===== src/rtl/sha256_byte_stream_hasher_defines.svh =====
// assertion macros for the hasher sequencer (shb_ctrl)
`ifndef SHA256_BYTE_STREAM_HASHER_DEFINES_SVH
`define SHA256_BYTE_STREAM_HASHER_DEFINES_SVH

// same-cycle implication, held off while in reset
`define SHB_ASSERT_NOW(lbl, clk, rst_n, ante, cons, msg) \
	lbl: assert property (@(posedge clk) disable iff (!rst_n) (ante) |-> (cons)) \
		else $error(msg);

// next-cycle implication, held off while in reset
`define SHB_ASSERT_NEXT(lbl, clk, rst_n, ante, cons, msg) \
	lbl: assert property (@(posedge clk) disable iff (!rst_n) (ante) |=> (cons)) \
		else $error(msg);

`endif


===== src/rtl/shb_pkg.sv =====
package shb_pkg;

	// byte source for the block shift line
	typedef enum logic [1:0] {
		BSEL_DATA,
		BSEL_PAD,
		BSEL_ZERO,
		BSEL_LEN
	} shb_bsel_t;

	// commands from controller to datapath
	typedef struct packed {
		logic       push;
		shb_bsel_t  bsel;
		logic       count_len;
		logic       load_work;
		logic       round;
		logic [5:0] rnd;
		logic       add_chain;
		logic       init;
		logic [2:0] word_sel;
	} shb_cmd_t;

	// status from datapath to controller
	typedef struct packed {
		logic full;
		logic ge56;
	} shb_status_t;

	localparam logic [7:0] PAD_BYTE = 8'h80;

	// initial hash values
	function automatic logic [31:0] shb_iv(input logic [2:0] idx);
		logic [31:0] v;
		case (idx)
			3'd0: v = 32'h6a09e667;
			3'd1: v = 32'hbb67ae85;
			3'd2: v = 32'h3c6ef372;
			3'd3: v = 32'ha54ff53a;
			3'd4: v = 32'h510e527f;
			3'd5: v = 32'h9b05688c;
			3'd6: v = 32'h1f83d9ab;
			default: v = 32'h5be0cd19;
		endcase
		return v;
	endfunction

	// round constants
	function automatic logic [31:0] shb_k(input logic [5:0] idx);
		logic [31:0] v;
		case (idx)
			6'd0: v = 32'h428a2f98;  6'd1: v = 32'h71374491;
			6'd2: v = 32'hb5c0fbcf;  6'd3: v = 32'he9b5dba5;
			6'd4: v = 32'h3956c25b;  6'd5: v = 32'h59f111f1;
			6'd6: v = 32'h923f82a4;  6'd7: v = 32'hab1c5ed5;
			6'd8: v = 32'hd807aa98;  6'd9: v = 32'h12835b01;
			6'd10: v = 32'h243185be; 6'd11: v = 32'h550c7dc3;
			6'd12: v = 32'h72be5d74; 6'd13: v = 32'h80deb1fe;
			6'd14: v = 32'h9bdc06a7; 6'd15: v = 32'hc19bf174;
			6'd16: v = 32'he49b69c1; 6'd17: v = 32'hefbe4786;
			6'd18: v = 32'h0fc19dc6; 6'd19: v = 32'h240ca1cc;
			6'd20: v = 32'h2de92c6f; 6'd21: v = 32'h4a7484aa;
			6'd22: v = 32'h5cb0a9dc; 6'd23: v = 32'h76f988da;
			6'd24: v = 32'h983e5152; 6'd25: v = 32'ha831c66d;
			6'd26: v = 32'hb00327c8; 6'd27: v = 32'hbf597fc7;
			6'd28: v = 32'hc6e00bf3; 6'd29: v = 32'hd5a79147;
			6'd30: v = 32'h06ca6351; 6'd31: v = 32'h14292967;
			6'd32: v = 32'h27b70a85; 6'd33: v = 32'h2e1b2138;
			6'd34: v = 32'h4d2c6dfc; 6'd35: v = 32'h53380d13;
			6'd36: v = 32'h650a7354; 6'd37: v = 32'h766a0abb;
			6'd38: v = 32'h81c2c92e; 6'd39: v = 32'h92722c85;
			6'd40: v = 32'ha2bfe8a1; 6'd41: v = 32'ha81a664b;
			6'd42: v = 32'hc24b8b70; 6'd43: v = 32'hc76c51a3;
			6'd44: v = 32'hd192e819; 6'd45: v = 32'hd6990624;
			6'd46: v = 32'hf40e3585; 6'd47: v = 32'h106aa070;
			6'd48: v = 32'h19a4c116; 6'd49: v = 32'h1e376c08;
			6'd50: v = 32'h2748774c; 6'd51: v = 32'h34b0bcb5;
			6'd52: v = 32'h391c0cb3; 6'd53: v = 32'h4ed8aa4a;
			6'd54: v = 32'h5b9cca4f; 6'd55: v = 32'h682e6ff3;
			6'd56: v = 32'h748f82ee; 6'd57: v = 32'h78a5636f;
			6'd58: v = 32'h84c87814; 6'd59: v = 32'h8cc70208;
			6'd60: v = 32'h90befffa; 6'd61: v = 32'ha4506ceb;
			6'd62: v = 32'hbef9a3f7;
			default: v = 32'hc67178f2;
		endcase
		return v;
	endfunction

	// round functions
	function automatic logic [31:0] shb_big0(input logic [31:0] x);
		return {x[1:0], x[31:2]} ^ {x[12:0], x[31:13]} ^ {x[21:0], x[31:22]};
	endfunction

	function automatic logic [31:0] shb_big1(input logic [31:0] x);
		return {x[5:0], x[31:6]} ^ {x[10:0], x[31:11]} ^ {x[24:0], x[31:25]};
	endfunction

	// schedule functions
	function automatic logic [31:0] shb_sg0(input logic [31:0] x);
		return {x[6:0], x[31:7]} ^ {x[17:0], x[31:18]} ^ {3'b000, x[31:3]};
	endfunction

	function automatic logic [31:0] shb_sg1(input logic [31:0] x);
		return {x[16:0], x[31:17]} ^ {x[18:0], x[31:19]} ^ {10'b0, x[31:10]};
	endfunction

endpackage


===== src/rtl/shb_datapath.sv =====
module shb_datapath (
	input  logic                 clk,
	input  logic                 arst_n,
	input  shb_pkg::shb_cmd_t    cmd,
	input  logic [7:0]           data_byte,
	output shb_pkg::shb_status_t status,
	output logic [31:0]          digest_word
);
	import shb_pkg::*;

	logic [511:0] win_q;
	logic [31:0]  work_q [8];
	logic [31:0]  chain_q [8];
	logic [5:0]   cnt_q;
	logic [63:0]  len_q;

	logic [7:0]   push_byte;
	logic [31:0]  w0, w1, w9, w14, w_new;
	logic [31:0]  t1, t2, ch, maj;

	// byte source selection
	always_comb begin
		case (cmd.bsel)
			BSEL_DATA: push_byte = data_byte;
			BSEL_PAD:  push_byte = PAD_BYTE;
			BSEL_LEN:  push_byte = len_q[{~cnt_q[2:0], 3'b000} +: 8];
			default:   push_byte = 8'h00;
		endcase
	end

	// schedule taps, oldest word at the top of the window
	assign w0  = win_q[511:480];
	assign w1  = win_q[479:448];
	assign w9  = win_q[223:192];
	assign w14 = win_q[63:32];
	assign w_new = shb_sg1(w14) + w9 + shb_sg0(w1) + w0;

	// one compression round
	assign ch  = (work_q[4] & work_q[5]) ^ (~work_q[4] & work_q[6]);
	assign maj = (work_q[0] & work_q[1]) ^ (work_q[0] & work_q[2]) ^ (work_q[1] & work_q[2]);
	assign t1  = work_q[7] + shb_big1(work_q[4]) + ch + shb_k(cmd.rnd) + w0;
	assign t2  = shb_big0(work_q[0]) + maj;

	// byte window doubling as schedule shift line, and working variables
	always_ff @(posedge clk) begin
		if (cmd.push) begin
			win_q <= {win_q[503:0], push_byte};
		end else if (cmd.round) begin
			win_q <= {win_q[479:0], w_new};
		end
		if (cmd.load_work) begin
			for (int i = 0; i < 8; i++) begin
				work_q[i] <= chain_q[i];
			end
		end else if (cmd.round) begin
			work_q[0] <= t1 + t2;
			work_q[1] <= work_q[0];
			work_q[2] <= work_q[1];
			work_q[3] <= work_q[2];
			work_q[4] <= work_q[3] + t1;
			work_q[5] <= work_q[4];
			work_q[6] <= work_q[5];
			work_q[7] <= work_q[6];
		end
	end

	// chaining words, fill count and bit length
	always_ff @(posedge clk or negedge arst_n) begin
		if (!arst_n) begin
			for (int i = 0; i < 8; i++) begin
				chain_q[i] <= shb_iv(3'(i));
			end
			cnt_q <= '0;
			len_q <= '0;
		end else begin
			if (cmd.init) begin
				for (int i = 0; i < 8; i++) begin
					chain_q[i] <= shb_iv(3'(i));
				end
				cnt_q <= '0;
				len_q <= '0;
			end else begin
				if (cmd.add_chain) begin
					for (int i = 0; i < 8; i++) begin
						chain_q[i] <= chain_q[i] + work_q[i];
					end
				end
				if (cmd.push) begin
					cnt_q <= cnt_q + 6'd1;
				end
				if (cmd.count_len) begin
					len_q <= len_q + 64'd8;
				end
			end
		end
	end

	assign status.full  = (cnt_q == 6'd63);
	assign status.ge56  = (cnt_q[5:3] == 3'b111);
	assign digest_word  = chain_q[cmd.word_sel];

endmodule


===== src/rtl/shb_ctrl.sv =====
`include "sha256_byte_stream_hasher_defines.svh"

module shb_ctrl (
	input  logic                 clk,
	input  logic                 arst_n,
	input  logic                 in_valid,
	output logic                 in_ready,
	input  logic                 has_byte,
	input  logic                 is_last,
	output logic                 out_valid,
	input  logic                 out_ready,
	output logic [2:0]           word_index,
	output logic                 last_word,
	output shb_pkg::shb_cmd_t    cmd,
	input  shb_pkg::shb_status_t status
);
	import shb_pkg::*;

	typedef enum logic [2:0] {
		S_IDLE,
		S_PAD,
		S_LOAD,
		S_ROUND,
		S_ADD,
		S_OUT
	} state_t;

	state_t     state_q, after_q;
	logic       pad_first_q, len_ok_q;
	logic [5:0] rnd_q;
	logic [2:0] oidx_q;
	logic       len_ok_now;
	logic       pad_flush;
	logic       digest_end;

	// whether the length field fits in the block now being padded
	assign len_ok_now = pad_first_q ? !status.ge56 : len_ok_q;

	// command decode
	always_comb begin
		cmd           = '0;
		cmd.bsel      = BSEL_DATA;
		cmd.rnd       = rnd_q;
		cmd.word_sel  = oidx_q;
		case (state_q)
			S_IDLE: begin
				cmd.push      = in_valid && has_byte;
				cmd.count_len = in_valid && has_byte;
			end
			S_PAD: begin
				cmd.push = 1'b1;
				if (pad_first_q) begin
					cmd.bsel = BSEL_PAD;
				end else if (len_ok_q && status.ge56) begin
					cmd.bsel = BSEL_LEN;
				end else begin
					cmd.bsel = BSEL_ZERO;
				end
			end
			S_LOAD:  cmd.load_work = 1'b1;
			S_ROUND: cmd.round = 1'b1;
			S_ADD:   cmd.add_chain = 1'b1;
			S_OUT:   cmd.init = out_ready && (oidx_q == 3'd7);
			default: cmd.push = 1'b0;
		endcase
	end

	// sequencer
	always_ff @(posedge clk or negedge arst_n) begin
		if (!arst_n) begin
			state_q     <= S_IDLE;
			after_q     <= S_IDLE;
			pad_first_q <= 1'b0;
			len_ok_q    <= 1'b0;
			rnd_q       <= '0;
			oidx_q      <= '0;
		end else begin
			case (state_q)
				S_IDLE: begin
					if (in_valid) begin
						if (has_byte && status.full) begin
							state_q     <= S_LOAD;
							after_q     <= is_last ? S_PAD : S_IDLE;
							pad_first_q <= is_last;
						end else if (is_last) begin
							state_q     <= S_PAD;
							pad_first_q <= 1'b1;
						end
					end
				end
				S_PAD: begin
					pad_first_q <= 1'b0;
					if (status.full) begin
						state_q <= S_LOAD;
						if (len_ok_now) begin
							after_q <= S_OUT;
						end else begin
							after_q <= S_PAD;
						end
					end
					// length goes in the next block once this one is flushed without it
					if (status.full && !len_ok_now) begin
						len_ok_q <= 1'b1;
					end else if (pad_first_q) begin
						len_ok_q <= !status.ge56;
					end
				end
				S_LOAD: begin
					rnd_q   <= '0;
					state_q <= S_ROUND;
				end
				S_ROUND: begin
					rnd_q <= rnd_q + 6'd1;
					if (rnd_q == 6'd63) begin
						state_q <= S_ADD;
					end
				end
				S_ADD: begin
					oidx_q  <= '0;
					state_q <= after_q;
				end
				S_OUT: begin
					if (out_ready) begin
						oidx_q <= oidx_q + 3'd1;
						if (oidx_q == 3'd7) begin
							state_q <= S_IDLE;
						end
					end
				end
				default: state_q <= S_IDLE;
			endcase
		end
	end

	assign in_ready   = (state_q == S_IDLE);
	assign out_valid  = (state_q == S_OUT);
	assign word_index = oidx_q;
	assign last_word  = (oidx_q == 3'd7);

	// conditions watched by the checks
	assign pad_flush  = (state_q == S_PAD) && status.full;
	assign digest_end = out_valid && out_ready && last_word;

	// checks
	`SHB_ASSERT_NOW(a_no_overlap, clk, arst_n, in_ready, !out_valid, "input and output both open")
	`SHB_ASSERT_NEXT(a_round_start, clk, arst_n, state_q == S_LOAD, rnd_q == 6'd0, "rounds not cleared")
	`SHB_ASSERT_NEXT(a_pad_full, clk, arst_n, pad_flush, state_q == S_LOAD, "padded block not compressed")
	`SHB_ASSERT_NEXT(a_digest_done, clk, arst_n, digest_end, in_ready, "no return to idle after digest")

endmodule


===== src/rtl/sha256_byte_stream_hasher.sv =====
// a byte item without block completion is taken whenever the hasher is idle; the 64th byte of a block
// starts a compression (load, 64 rounds at one round per cycle, chain add)
// intake is held off (in_ready low) while a block is padded or compressed or the digest is sent
// a last item adds padding and one or two compressions, then 8 digest words
// reset: async active low, chaining words to the initial values, counts and length to zero
module sha256_byte_stream_hasher (
	input  logic        clk,
	input  logic        arst_n,
	input  logic        in_valid,
	output logic        in_ready,
	input  logic [7:0]  data_byte,
	input  logic        has_byte,
	input  logic        is_last,
	output logic        out_valid,
	input  logic        out_ready,
	output logic [31:0] digest_word,
	output logic [2:0]  word_index,
	output logic        last_word
);
	import shb_pkg::*;

	shb_cmd_t    cmd;
	shb_status_t status;

	// sequencer
	shb_ctrl u_ctrl (
		.clk        (clk),
		.arst_n     (arst_n),
		.in_valid   (in_valid),
		.in_ready   (in_ready),
		.has_byte   (has_byte),
		.is_last    (is_last),
		.out_valid  (out_valid),
		.out_ready  (out_ready),
		.word_index (word_index),
		.last_word  (last_word),
		.cmd        (cmd),
		.status     (status)
	);

	// hashing datapath
	shb_datapath u_datapath (
		.clk         (clk),
		.arst_n      (arst_n),
		.cmd         (cmd),
		.data_byte   (data_byte),
		.status      (status),
		.digest_word (digest_word)
	);

endmodule


===== config.mk =====
export PLATFORM = sky130hd
export DESIGN_NAME = sha256_byte_stream_hasher
export DESIGN_NICKNAME = d
export VERILOG_FILES = /design/src/rtl/shb_pkg.sv /design/src/rtl/shb_datapath.sv /design/src/rtl/shb_ctrl.sv /design/src/rtl/sha256_byte_stream_hasher.sv
export VERILOG_INCLUDE_DIRS = /design/src /design/src/rtl
export SDC_FILE = /design/constraint.sdc
export NUM_CORES = 2
export LEC_CHECK = 0
export ABC_AREA = 1
export BUFFER_PORTS_ARGS = -buffer_cell sky130_fd_sc_hd__clkbuf_2
export CAP_MARGIN = 20
export CORE_MARGIN = 2
export CORE_UTILIZATION = 40
export CTS_CLUSTER_SIZE = 16
export DETAILED_ROUTE_END_ITERATION = 12
export REMOVE_ABC_BUFFERS = 1
export SLEW_MARGIN = 0
export SYNTH_ARGS = -nofsm -noshare
export SYNTH_HDL_FRONTEND = slang
export SYNTH_SLANG_ARGS = --single-unit
export TNS_END_PERCENT = 1

===== constraint.sdc =====
create_clock -name clk -period 56.8 [get_ports clk]
set_input_delay 11.36 -clock clk [delete_from_list [all_inputs] [get_ports clk]]
set_output_delay 11.36 -clock clk [all_outputs]
set_load 0.05 [all_outputs]

==> impl_metrics.csv <==
group,metric,value,unit
run,drv_cap,0,
clock_tree,hold_buffers,0,
clock_tree,cts_setup_buffers,0,
sta,period_needed,15.53,ns
yosys,synth_edf_count,768,
clock_tree,numCtsBuffers,139,
yosys,ys_seq_elements,1107,
grt,met3_usage,10.3,%
grt,grt_overflow_total,0,
yosys,syn_area_per_cell,7.60,µm²
critical_path,worstSetupPathType,"register to primary output",
clock_tree,clock_latency,0.85,ns
sta,maxSlewHeadroom,5.65,%
route,vias,79500,
yosys,synth_top_cell_by_area,"edfxtp_1",
critical_path,worstPathRequired,45.44,ns
sta,fin_skew,0.0753,ns
critical_path,cp-end-kind,"primary output",
placement,dp_slack,41.60,ns
sta,finalSetupViolations,0,
route,wl_per_cell,27.7,µm
critical_path,startpoint_type,"register",
route,drt_iter0_drc,11200,
layout,final_cell_mix,"nand2_1 (3276), inv_1 (1285), o21ai_0 (979), nor2_1 (769), edfxtp_1 (768)",
yosys,synthesis.area,82600,µm²
layout,final_nets,11300,
clock_tree,ctsLongestPathBuffers,3,
route,drc,0,
placement,port_buffers,51,
critical_path,cp.arrival,4.17,ns
floorplan,rows,166,
floorplan,die_w,458,µm
layout,final_common_cell,"nand2_1",
clock_tree,tritoncts,"yes",
grt,grt_max_degree,232,
floorplan,core_area,205000,µm²
grt,grtUsageMet2,47.4,%
route,dr.pass1.iters,6,
sta,drv_slew,0,
min_path,min_path_type,"register to register",
clock_tree,ctsRootBufferMaster,"clkbuf_16",
layout,final_cells,13600,
sta,worstMarginPinSlew,1.41,ns
clock_tree,post_cts_resized,0,
critical_path,cp_max_fo,85,
sta,fmax,64.4,MHz
clock_tree,clk_pin_slew,0.06,ns
floorplan,start_util,40.3,%
layout,drive_above_1_share,5.22,%
grt,grt_pass1_wl,530000,µm
yosys,yosys-top-cells-area,"edfxtp_1 (28%), nand2_1 (15%), dfrtp_1 (6.1%), ha_1 (6.0%), o21ai_0 (5.9%)",
route,via_per_inst,5.86,
grt,grt-busiest-layer,"met1",
grt,grt_pass1_vias,73000,
clock_tree,clkSinkCount,1107,
grt,antenna_found_initial,37,
yosys,synth_top_area_share,27.9,%
yosys,synthArstFlopShare,30.6,%
placement,place_inst,13300,
yosys,dominantRegCellSynth,"edfxtp_1",
route,drt-total-wl,375000,µm
grt,use_met1,52.3,%
yosys,synth_cells,10900,
layout,area_growth,9.05,%
floorplan,die_h,458,µm
grt,grtUsageTotal,34.8,%
status,outcome,"finished clean",
sta,tns,0,ns
sta,fin_crit_sh,27.3,%
sta,setup_slack,41.27,ns
placement,dp_hpwl,295000,µm
sta,rsz0062_at_grt,"false",
clock_tree,cts.htree.levels,4,
placement,place_congestion,1.08,
floorplan,design.die.area,210000,µm²
yosys,ys_seq_area_share,38.4,%
route,postRouteAntennaNets,0,
yosys,synth_cell_type_count,62,
floorplan,pin_count,52,
sta,hold_viol,0,
yosys,yosys_warnings,0,
==> per-stage QoR <==
step           area [µm²]  util, %  hold WS, ns
5_1_grt             90100     43.9        0.509
3_5_place_dp        85400     41.7        0.488
4_1_cts             90100     43.9        0.503
3_3_place_gp        85400     41.7        0.485
2_1_floorplan       80900        -        0.453
6_report            90100     43.9        0.496
==> critical path: stages (launching register included) <==
cell      delay, ns
dfrtp_4        0.71
inv_4          0.45
buf_4          0.77
nand2_1        0.13
a221oi_1       0.71
a31oi_1        0.19
clkbuf_2       0.32
==> per-layer routing <==
layer,vias to the layer above,wire length (µm),part of all wire [%]
met4,24,12700,3.4
met1,39000,168000,45
li1,35700,-,-
met3,572,46500,12
met5,-,146,0.039
met2,4125,148000,39
==> path summary, 6_finish.rpt <==
check	start	endpoint	slack, ns	cells past startpoint
min reg2reg	u_ctrl.after_q[2]	u_ctrl.after_q[2]	0.50	2
min	u_ctrl.after_q[2]	u_ctrl.after_q[2]	0.50	2
max	u_ctrl.word_index[0]	digest_word[15]	41.27	6
min in group asynchronous	arst_n	u_datapath.chain_q[185]	10.46	1
max in group asynchronous	arst_n	u_datapath.len_q[61]	43.43	4
max reg2reg	u_ctrl.rnd_q[1]	u_datapath.work_q[0][30]	45.84	36
==> synth_stat cells, types with 39 or more instances <==
cell type,number
nand2_1,3278
inv_1,1288
o21ai_0,979
nor2_1,771
edfxtp_1,768
a21oi_1,699
nand3_1,443
ha_1,396
clkbuf_1,308
xor2_1,245
dfrtp_1,203
fa_1,195
xnor2_1,164
dfstp_2,136
nor3_1,122
nand4_1,112
o22ai_1,98
buf_2,95
a31oi_1,70
o21bai_1,60
a21o_1,58
o211ai_1,50
o21a_1,39
==> flip-flops by register name, indices dropped and copies added, names as in the netlist <==
| register | count |
|---|---|
| u_ctrl.word_index | 3 |
| u_ctrl.after_q | 2 |
| u_ctrl.state_q | 3 |
| u_ctrl.len_ok_q | 1 |
| u_datapath.work_q | 256 |
| u_datapath.chain_q | 256 |
| u_datapath.len_q | 61 |
| u_ctrl.rnd_q | 6 |
| u_datapath.cnt_q | 6 |
| u_ctrl.pad_first_q | 1 |
| u_datapath.win_q | 512 |
==> final cells by class <==
type,count,area [µm²]
fill,20800,115000
multi-input combinational,8046,44400
sequential,1107,31700
inverter,1300,4900
clock buffer,188,3800
tap,2688,3360
timing repair buffer,150,1070
clock inverter,71,852
antenna,5,12.5
==> logic make-up after synthesis <==
family | share of synthesized area (%)
and+or+nand+nor | 23.7
DFF | 38.4
muxes | 0.0727
adders and majority gates | 11.0
xor gates and xnor gates | 4.34
buffers and inverters | 7.98
AOI/OAI and AO/OA | 14.5
Power is not shown: default switching activity piles up to over one toggle a cycle in this logic, so the estimate is an artifact.
